[config.mk]
export PLATFORM = sky130hd
export DESIGN_NAME = halton_radical_inverse
export DESIGN_NICKNAME = d
export VERILOG_FILES = /design/src/hw/rtl/hri_pkg.sv /design/src/hw/rtl/hri_datapath.sv /design/src/hw/rtl/hri_controller.sv /design/src/hw/rtl/halton_radical_inverse.sv
export VERILOG_INCLUDE_DIRS = /design/src /design/src/hw/rtl
export SDC_FILE = /design/constraint.sdc
export NUM_CORES = 2
export LEC_CHECK = 0
export ABC_AREA = 0
export ABC_CLOCK_PERIOD_IN_PS = 8800
export BUFFER_PORTS_ARGS = -buffer_cell sky130_fd_sc_hd__buf_2
export CAP_MARGIN = 20
export CORE_ASPECT_RATIO = 1.25
export CORE_MARGIN = 1
export CORE_UTILIZATION = 50
export CTS_CLUSTER_DIAMETER = 120
export DETAILED_ROUTE_END_ITERATION = 10
export PLACE_DENSITY_LB_ADDON = 0.3
export RECOVER_POWER = 25
export SLEW_MARGIN = 15
export SYNTH_ARGS = -nofsm -noshare
export SYNTH_HDL_FRONTEND = slang
export SYNTH_SLANG_ARGS = --single-unit
export TNS_END_PERCENT = 30
[constraint.sdc]
create_clock -name clk -period 8.8 [get_ports clk]
set_input_delay 0.44 -clock clk [delete_from_list [all_inputs] [get_ports clk]]
set_output_delay 0.44 -clock clk [all_outputs]
set_load 0.02 [all_outputs]
[src/hw/rtl/halton_radical_inverse_defines.svh]
// assertion helpers shared by the halton radical inverse rtl
// both expect signals named clk and rst_n in the enclosing module
`ifndef HALTON_RADICAL_INVERSE_DEFINES_SVH
`define HALTON_RADICAL_INVERSE_DEFINES_SVH

// same-cycle implication
`define HRI_ASSERT(lbl, ante, cons, msg) \
  lbl: assert property (@(posedge clk) disable iff (!rst_n) (ante) |-> (cons)) \
    else $error(msg);

// next-cycle implication
`define HRI_ASSERT_NEXT(lbl, ante, cons, msg) \
  lbl: assert property (@(posedge clk) disable iff (!rst_n) (ante) |=> (cons)) \
    else $error(msg);

`endif

[src/hw/rtl/hri_pkg.sv]
package hri_pkg;

  localparam int INDEX_W  = 31;
  localparam int BASE_W   = 8;
  localparam int FRAC_W   = 32;
  // b^digits stays below 2^31 * 255 < 2^39
  localparam int MIRROR_W = 39;

  localparam int DEFAULT_FRACTION_BITS = 32;

  // digit divider: quotient bits per cycle and cycles per digit
  localparam int DIV_STEPS  = 4;
  localparam int DIV_CYCLES = 8;
  localparam int DIV_W      = DIV_STEPS * DIV_CYCLES;

  typedef enum logic [2:0] {
    ST_IDLE,
    ST_DIVIDE,
    ST_DIGIT,
    ST_FRAC,
    ST_DONE
  } hri_state_t;

  typedef struct packed {
    logic load;
    logic div_step;
    logic digit_upd;
    logic frac_step;
    logic out_load;
  } hri_cmd_t;

  typedef struct packed {
    logic skip;     // index zero or base below two at load
    logic q_zero;   // quotient after a digit is zero
  } hri_status_t;

endpackage

[src/hw/rtl/hri_datapath.sv]
module hri_datapath
  import hri_pkg::*;
(
  input  logic              clk,
  input  logic [INDEX_W-1:0] in_index,
  input  logic [BASE_W-1:0]  in_base,
  input  hri_cmd_t          cmd,
  output hri_status_t       status,
  output logic [FRAC_W-1:0] out_fraction
);

  logic [DIV_W-1:0]    div_r, div_nxt;
  logic [BASE_W-1:0]   drem_r, drem_nxt;
  logic [BASE_W-1:0]   base_r, base_nxt;
  logic [MIRROR_W-1:0] mir_r, mir_nxt;
  logic [MIRROR_W-1:0] den_r, den_nxt;
  logic [FRAC_W-1:0]   q_r, q_nxt;
  logic [FRAC_W-1:0]   out_fraction_r, out_fraction_nxt;

  logic [DIV_W-1:0]           step_div;
  logic [BASE_W-1:0]          step_rem;
  logic [BASE_W:0]            trial;
  logic [MIRROR_W+BASE_W-1:0] mir_prod;
  logic [MIRROR_W+BASE_W-1:0] den_prod;
  logic [MIRROR_W:0]          frac_trial;

  // DIV_STEPS restoring division steps of the dividend by the base
  always_comb begin
    step_div = div_r;
    step_rem = drem_r;
    trial    = '0;
    for (int i = 0; i < DIV_STEPS; i++) begin
      trial    = {step_rem, step_div[DIV_W-1]};
      step_div = {step_div[DIV_W-2:0], 1'b0};
      if (trial >= {1'b0, base_r}) begin
        step_rem    = BASE_W'(trial - {1'b0, base_r});
        step_div[0] = 1'b1;
      end else begin
        step_rem = trial[BASE_W-1:0];
      end
    end
  end

  assign mir_prod   = (MIRROR_W+BASE_W)'(mir_r) * (MIRROR_W+BASE_W)'(base_r);
  assign den_prod   = (MIRROR_W+BASE_W)'(den_r) * (MIRROR_W+BASE_W)'(base_r);
  assign frac_trial = {mir_r, 1'b0};

  always_comb begin
    div_nxt          = div_r;
    drem_nxt         = drem_r;
    base_nxt         = base_r;
    mir_nxt          = mir_r;
    den_nxt          = den_r;
    q_nxt            = q_r;
    out_fraction_nxt = out_fraction_r;
    if (cmd.load) begin
      div_nxt  = DIV_W'(in_index);
      drem_nxt = '0;
      base_nxt = in_base;
      mir_nxt  = '0;
      den_nxt  = MIRROR_W'(1);
      q_nxt    = '0;
    end
    if (cmd.div_step) begin
      div_nxt  = step_div;
      drem_nxt = step_rem;
    end
    // append the extracted digit; the quotient stays in div_r as the next dividend
    if (cmd.digit_upd) begin
      mir_nxt  = MIRROR_W'(mir_prod) + MIRROR_W'(drem_r);
      den_nxt  = MIRROR_W'(den_prod);
      drem_nxt = '0;
    end
    // long division of mirrored digits by base^digits, one fraction bit a cycle
    if (cmd.frac_step) begin
      if (frac_trial >= {1'b0, den_r}) begin
        mir_nxt = MIRROR_W'(frac_trial - {1'b0, den_r});
        q_nxt   = {q_r[FRAC_W-2:0], 1'b1};
      end else begin
        mir_nxt = frac_trial[MIRROR_W-1:0];
        q_nxt   = {q_r[FRAC_W-2:0], 1'b0};
      end
    end
    if (cmd.out_load) begin
      out_fraction_nxt = q_r;
    end
  end

  always_ff @(posedge clk) begin
    div_r          <= div_nxt;
    drem_r         <= drem_nxt;
    base_r         <= base_nxt;
    mir_r          <= mir_nxt;
    den_r          <= den_nxt;
    q_r            <= q_nxt;
    out_fraction_r <= out_fraction_nxt;
  end

  assign status.skip   = (in_index == '0) || (in_base < BASE_W'(2));
  assign status.q_zero = (div_r == '0);
  assign out_fraction  = out_fraction_r;

endmodule

[src/hw/rtl/hri_controller.sv]
`include "halton_radical_inverse_defines.svh"

module hri_controller
  import hri_pkg::*;
#(
  parameter int FRACTION_BITS = DEFAULT_FRACTION_BITS
) (
  input  logic        clk,
  input  logic        rst_n,
  input  logic        in_valid,
  output logic        in_ready,
  output logic        out_valid,
  input  logic        out_ready,
  input  hri_status_t status,
  output hri_cmd_t    cmd
);

  localparam int CNT_W = $clog2(FRACTION_BITS);

  hri_state_t       state_r, state_nxt;
  logic [CNT_W-1:0] cnt_r, cnt_nxt;
  logic             out_valid_r, out_valid_nxt;

  always_ff @(posedge clk) begin
    if (!rst_n) begin
      state_r     <= ST_IDLE;
      cnt_r       <= '0;
      out_valid_r <= 1'b0;
    end else begin
      state_r     <= state_nxt;
      cnt_r       <= cnt_nxt;
      out_valid_r <= out_valid_nxt;
    end
  end

  always_comb begin
    state_nxt = state_r;
    cnt_nxt   = cnt_r;
    cmd       = '0;
    in_ready  = 1'b0;
    case (state_r)
      ST_IDLE: begin
        in_ready = 1'b1;
        if (in_valid) begin
          cmd.load  = 1'b1;
          cnt_nxt   = '0;
          state_nxt = status.skip ? ST_FRAC : ST_DIVIDE;
        end
      end
      ST_DIVIDE: begin
        cmd.div_step = 1'b1;
        cnt_nxt      = cnt_r + CNT_W'(1);
        if (cnt_r == CNT_W'(DIV_CYCLES - 1)) begin
          state_nxt = ST_DIGIT;
        end
      end
      ST_DIGIT: begin
        cmd.digit_upd = 1'b1;
        cnt_nxt       = '0;
        state_nxt     = status.q_zero ? ST_FRAC : ST_DIVIDE;
      end
      ST_FRAC: begin
        cmd.frac_step = 1'b1;
        cnt_nxt       = cnt_r + CNT_W'(1);
        if (cnt_r == CNT_W'(FRACTION_BITS - 1)) begin
          state_nxt = ST_DONE;
        end
      end
      ST_DONE: begin
        // hand over once the output register is free or being drained
        if (!out_valid_r || out_ready) begin
          cmd.out_load = 1'b1;
          state_nxt    = ST_IDLE;
        end
      end
      default: begin
        state_nxt = ST_IDLE;
      end
    endcase
  end

  always_comb begin
    out_valid_nxt = out_valid_r;
    if (cmd.out_load) begin
      out_valid_nxt = 1'b1;
    end else if (out_ready) begin
      out_valid_nxt = 1'b0;
    end
  end

  assign out_valid = out_valid_r;

  `HRI_ASSERT_NEXT(a_accept_leaves_idle, in_valid && in_ready, state_r != ST_IDLE,
                   "accepted transaction did not start work")
  `HRI_ASSERT_NEXT(a_digit_after_divide,
                   state_r == ST_DIVIDE && cnt_r == CNT_W'(DIV_CYCLES - 1),
                   state_r == ST_DIGIT, "digit division did not end on schedule")
  `HRI_ASSERT(a_frac_count_bound, state_r == ST_FRAC,
              cnt_r <= CNT_W'(FRACTION_BITS - 1), "fraction step count overran")
  `HRI_ASSERT(a_result_from_done, $rose(out_valid_r), $past(state_r) == ST_DONE,
              "result raised outside the done state")

endmodule

[src/hw/rtl/halton_radical_inverse.sv]
// Halton radical inverse: in_index's base-in_base digits mirrored behind the
// radix point, returned as an unsigned 0.32 fixed-point fraction, truncated.
// Input channel in_valid/in_ready carries in_index (31 bits) and in_base
// (8 bits, 2 to 255); result channel out_valid/out_ready carries out_fraction.
// One result per transaction, no state kept between transactions.
// From acceptance, each base-b digit of the index is produced by a
// 4-bit-per-cycle divider and then folded into the numerator until the
// quotient is zero (an index of zero or a base below two has no digits);
// the fraction then comes out of a one-bit-per-cycle restoring divider.
// One transaction is in flight at a time; in_ready is high while the
// controller is idle, so the next index can enter while a finished result
// still sits in the output register.
// Reset (rst_n low, synchronous) drops out_valid and returns to idle.
// If the receiver stalls, the finished result holds in the output register
// and a following result waits in the datapath until that register drains.
module halton_radical_inverse
  import hri_pkg::*;
#(
  parameter int FRACTION_BITS = DEFAULT_FRACTION_BITS
) (
  input  logic               clk,
  input  logic               rst_n,
  input  logic               in_valid,
  output logic               in_ready,
  input  logic [INDEX_W-1:0] in_index,
  input  logic [BASE_W-1:0]  in_base,
  output logic               out_valid,
  input  logic               out_ready,
  output logic [FRAC_W-1:0]  out_fraction
);

  hri_cmd_t    cmd;
  hri_status_t status;

  hri_controller #(
    .FRACTION_BITS(FRACTION_BITS)
  ) u_ctrl (
    .clk      (clk),
    .rst_n    (rst_n),
    .in_valid (in_valid),
    .in_ready (in_ready),
    .out_valid(out_valid),
    .out_ready(out_ready),
    .status   (status),
    .cmd      (cmd)
  );

  hri_datapath u_dp (
    .clk         (clk),
    .in_index    (in_index),
    .in_base     (in_base),
    .cmd         (cmd),
    .status      (status),
    .out_fraction(out_fraction)
  );

endmodule
**After elaboration in Yosys (flattened, before gate mapping)**

Cells that the tools add are included.

- Bits in registers: 199
- Latch bits: 0
- Bits in writable memories: 0
- ROM bits: 0
- Bits of input ports: 43
- Word-level logic and storage cells: 90
- Memories kept: 0

- Add/subtract/negate cells: 7
- Multiply operators: 2
- Div/mod/pow operators: 0
- $lt $le $gt $ge: 6
- Equal/unequal tests: 10
- Shift operators: 0
- Multiplexer cells: 40
- Bitwise logic cells: 0
- Reduce and logical (&&, ||, !) cells: 15

Operators by type and width:

| operator | count |
|---|---|
| 2-to-1 mux 39 bit | 6 |
| 2-to-1 mux 32 bit | 4 |
| multiplier 39 x 8 -> 39 bit | 2 |
| 2-to-1 mux 8 bit | 6 |
| >= comparator 40 x 39 -> 1 bit | 1 |
| adder 39 x 8 -> 39 bit | 1 |
| subtractor 39 bit | 1 |
| >= comparator 9 x 8 -> 1 bit | 4 |
| zero test 32 bit | 1 |
| subtractor 8 bit | 4 |
| zero test 31 bit | 1 |
| 2-to-1 mux 1 bit | 15 |
| case mux 3 bit (5 select lines) | 1 |
| case mux 5 bit (3 select lines) | 1 |
| 2-to-1 mux 3 bit | 4 |
| < comparator 8 x 2 -> 1 bit, second input constant | 1 |
| nonzero test 2 bit | 4 |
| == test 3 x 2 -> 1 bit, second input constant | 2 |
| inequality test 2 x 1 -> 1 bit, second input constant | 3 |
| nonzero test 3 bit | 2 |
| adder 5 x 1 -> 5 bit, second input constant | 1 |
| == test 5 x 3 -> 1 bit, second input constant | 1 |
| == test 5 bit, second input constant | 1 |
| 2-to-1 mux 5 bit | 1 |
| 10 further kinds | 12 |

**Longest topological paths before layout**

- Word-level depth: 9
- Depth in mapped cells: 42
- Gate-level depth less buffers: 38

**Hierarchy**

A second synthesis with hierarchy kept.

- Cells, all modules: 3067
- Area, all modules: 28340.9 sq um

By module, submodules not included:

| module | instances | cells an instance | area an instance (sq um) |
|---|---|---|---|
| hri_datapath | 1 | 3002 | 27757.9 |
| hri_controller | 1 | 65 | 583.1 |

**Worst setup path before layout**

No wires, ideal clock.

- Path kind: reg2reg
- Start point: register u_dp.base_r[1]
- End point: register u_dp.drem_r[7]
- Library setup time: 0.117 ns
- Data arrival time: 8.330 ns
- Path slack: 0.353 ns
- Cell stages (with the launch flop): 41
- Buffers on the path: 4
- Period minus slack after synthesis: 8.447 ns
- Cell sequence: edfxtp_1 -> clkbuf_1 -> clkbuf_1 -> inv_1 -> ha_1 -> nor2b_4 -> o2111ai_2 -> a31oi_1 -> o21a_1 -> clkbuf_1 -> mux2_2 -> ha_1 -> nand3_1 -> o21ai_0 -> o31a_1 -> nand2_1 -> nand2_2 -> mux2_2 -> [... 5 more ...] -> a21o_1 -> a21oi_1 -> o21ai_0 -> a221o_1 -> buf_6 -> mux2_2 -> inv_1 -> ha_1 -> nor2b_1 -> o21ai_0 -> a21boi_0 -> o21ai_0 -> a211o_1 -> a21oi_1 -> a221oi_1 -> mux2i_4 -> mux2_4 -> a22o_1

- Cells in the longest elaborated chain, start to end: 9
- Elaborated cells between the ends (all ways): 13
- Classes of those cells: add/sub: 4; order compare: 4; mux: 5

Ends and longest elaborated chain:

| element | line | text |
|---|---|---|
| start: declaration | hri_datapath.sv:14 | `logic [BASE_W-1:0] base_r, base_nxt;` |
| start signal: assignment | hri_datapath.sv:92 | `base_r <= base_nxt;` |
| subtractor 8 bit or >= comparator 9 x 8 -> 1 bit (tied branches) | hri_datapath.sv:36, hri_datapath.sv:35 |  |
| 2-to-1 mux 8 bit | hri_datapath.sv:35 | `if (trial >= {1'b0, base_r}) begin` |
| subtractor 8 bit or >= comparator 9 x 8 -> 1 bit (tied branches) | hri_datapath.sv:36, hri_datapath.sv:35 |  |
| 2-to-1 mux 8 bit | hri_datapath.sv:35 |  |
| subtractor 8 bit or >= comparator 9 x 8 -> 1 bit (tied branches) | hri_datapath.sv:36, hri_datapath.sv:35 |  |
| 2-to-1 mux 8 bit | hri_datapath.sv:35 |  |
| subtractor 8 bit or >= comparator 9 x 8 -> 1 bit (tied branches) | hri_datapath.sv:36, hri_datapath.sv:35 |  |
| 2-to-1 mux 8 bit * | hri_datapath.sv:35 |  |
| 2-to-1 mux 8 bit * | hri_datapath.sv:64 | `if (cmd.div_step) begin` |
| end signal: assignment | hri_datapath.sv:91 | `drem_r <= drem_nxt;` |
| end: declaration | hri_datapath.sv:13 | `logic [BASE_W-1:0] drem_r, drem_nxt;` |

Every way passes the cells marked *; elsewhere a longest branch is shown, timed or not.
A chain may end at the register's enable or synchronous reset.

**Worst setup path after layout**

- Start point: register u_dp.base_r[3]
- End point: register u_dp.drem_r[1]

- Cells in the longest elaborated chain, start to end: 9
- Elaborated cells between the ends (all ways): 13
- Classes of those cells: add/sub: 4; order compare: 4; mux: 5

Ends and longest elaborated chain:

| element | line |
|---|---|
| subtractor 8 bit or >= comparator 9 x 8 -> 1 bit (tied branches) | hri_datapath.sv:36, hri_datapath.sv:35 |
| 2-to-1 mux 8 bit | hri_datapath.sv:35 |
| subtractor 8 bit or >= comparator 9 x 8 -> 1 bit (tied branches) | hri_datapath.sv:36, hri_datapath.sv:35 |
| 2-to-1 mux 8 bit | hri_datapath.sv:35 |
| >= comparator 9 x 8 -> 1 bit or subtractor 8 bit (tied branches) | hri_datapath.sv:35, hri_datapath.sv:36 |
| 2-to-1 mux 8 bit | hri_datapath.sv:35 |
| subtractor 8 bit or >= comparator 9 x 8 -> 1 bit (tied branches) | hri_datapath.sv:36, hri_datapath.sv:35 |
| 2-to-1 mux 8 bit * | hri_datapath.sv:35 |
| 2-to-1 mux 8 bit * | hri_datapath.sv:64 |

Marks and branches as above.

==> flow_summary.ini <==
[run_status]
outcome = complete, but fails checks
violations = capacitance limit, slew limit

[final_layout]
ff_latch_area_sq_mm = 0.00581
area_growth_pct = 6.25
n_fill_cell = 5075
final_nets = 3777
drive_above_1_share_pct = 4.68
multi_input_area_sq_mm = 0.0202
diodes = 0

[critical_path]
cp_top_family = compound AO/OA/AOI/OAI gates
crit_path_end_kind = register
cp-start-kind = register
crit_type = reg2reg
path_max_fanout = 9
cp.required_ps = 9240
crit_path_frequent_cell = ha_1
cp_num_buf_inv = 4
critPathSlowestCell = ha_1
slowest_delay_ps = 410
crit_arrival_ps = 8660

[clock_network]
cts_hold_buf = 0
root_buffer = clkbuf_16
cts.sinks = 199
clk_latency_ps = 510
clk_pin_slew_ps = 80
cts_tree = built
cts_made_buffers = 17
h-tree-depth = 4
cts_buffer_depth = 2

[sta]
finalSetupViolations = 0
fin_skew_ps = 27.5
period_needed_ps = 8220
hold_violations = 0
rsz0062_at_grt = no
finalCritPeriodShare_pct = 93.4
fin_tns_setup_ps = 0
relSlewSlack_pct = -21.7
drv_slew = 45
fmax_mhz = 122
tightest_slew_ps = 1820

[route]
remaining_drc_errors = 0
via_per_inst = 5.59
via_count = 21700
drt_iter0_markers = 1566
wl_per_cell_um = 18.7
first_pass_iters = 6
ant_nets = 0
finalWirelength_um = 72400

[synthesis]
syn_avg_cell_area_sq_um = 9.05
synth_commonest_cells = inv_1, nand2_1, fa_1
muxShareOfSynthArea_pct = 1.26
synth_top_area_share_pct = 29.0
ys_seq_area_share_pct = 20.6
yosysWarnings = 0
synthXorXnorAreaFrac_pct = 4.04
synth_top_cell_by_area = fa_1
synthTopCellsByArea = fa_1, edfxtp_1, ha_1, inv_1, nand2_1
netlist_area_sq_mm = 0.0282
synth_top_family_by_area = adder cells
synth_edf_count = 182
synth-compound-area-share_pct = 10.5
synth_flop_cell = edfxtp_1
syn_inst = 3112
synth_fp_nets = 3761
async_reset_ff_share_pct = 0
synthAdderAreaFrac_pct = 37.8
ys_ff_latch = 199
synth.distinct_cells = 75
synthSimpleGateAreaFrac_pct = 17.9
yosysMostFrequentCell = inv_1

[global_routing]
grt_use_met2_pct = 46.6
grt_use_total_pct = 26.5
grt_pass1_vias = 23300
gr-total-overflow = 0
use_met1_pct = 34.7
grt_max_degree = 82
grt.busiest_layer = met2
antenna_found_initial = 0
use_met3_pct = 2.96
grt_pass1_wl_um = 121000

[die]
die_y_um = 267
initial_utilization_pct = 51.0
die_w_um = 214
ios = 77
die_area_sq_mm = 0.0573
rows = 96
core_sq_mm = 0.0553

[min_path]
hold_class = in2reg

[placed_design]
dp_hpwl_um = 55400
numPortBuffers = 76
finalWeightedCongestion = 0.877

[job]
drv_cap = 1
==> layout by cell type (no fill, tap or decap), types with 45 or more instances in the layout <==
| cell type | instances |
|---|---|
| inv_1 | 477 |
| nand2_1 | 463 |
| fa_1 | 408 |
| nor2_1 | 238 |
| ha_1 | 198 |
| edfxtp_1 | 182 |
| and2_1 | 172 |
| a21oi_1 | 121 |
| o21ai_0 | 85 |
| xnor2_1 | 83 |
| a21o_1 | 56 |
| xor2_1 | 47 |
| and3_1 | 45 |
==> state kept, by name, indices dropped and copies added, names as in the netlist <==
name               flops
u_ctrl.cnt_r           5
u_ctrl.out_valid       1
u_ctrl.state_r         3
u_dp.base_r            8
u_dp.den_r            39
u_dp.div_r            32
u_dp.drem_r            8
u_dp.mir_r            39
u_dp.out_fraction     32
u_dp.q_r              32
==> timing repair <==
| item | CTS | global route |
|---|---|---|
| endpoints found under the setup margin | 0 | 9 |
| buffers inserted | 0 | 0 |
| resized for setup | 0 | 6 |
==> path summary, 6_finish.rpt <==
kind / depth (start not counted) / endpoint / from / slack, ps
setup / recovery: 35 / u_dp.drem_r[1] / u_dp.base_r[3] / 580
hold / removal: 1 / u_dp.base_r[2] / in_base[2] / 140
setup reg to reg: 35 / u_dp.drem_r[1] / u_dp.base_r[3] / 580
hold reg to reg: 0 / u_dp.out_fraction[22] / u_dp.q_r[22] / 450
==> per-stage QoR <==
step | util, % | worst slack [ps] | area (sq um) | instances | hold slack (ps)
after floorplan | - | 353 | 28200 | 3112 | 400
after global placement | 53.0 | 317 | 29300 | 3843 | 406
after detailed placement | 53.0 | 203 | 29300 | 3843 | 430
after CTS | 54.2 | 123 | 29900 | 3875 | 91.5
after global routing | 54.2 | 11.2 | 29900 | 3876 | 141
final | 54.2 | 580 | 29900 | 3876 | 137
==> layout make-up <==
type	instances	area share (%)
Multi-Input combinational cell	2320	67.4
Sequential cell	199	19.4
Inverter	481	6.03
Tap cell	735	3.07
Timing Repair Buffer	109	1.97
Clock buffer	19	1.55
Clock inverter	13	0.598
==> metal layers <==
layer | vias up | part of all wire, %
met3 | 93 | 4.7
met5 | - | 0
met1 | 10900 | 43
met2 | 583 | 50
li1 | 10100 | -
met4 | 0 | 2.0
==> logic make-up after synthesis <==
group           Yosys count
flops                   199
compound gates          455
simple gates           1097
fa+ha+maj               606
mux                      32
buf+inv                 593
xor+xnor                130
Power is left out: the tool's default activity adds up to more than one toggle a clock period on the data nets, which glitch-free logic cannot reach.
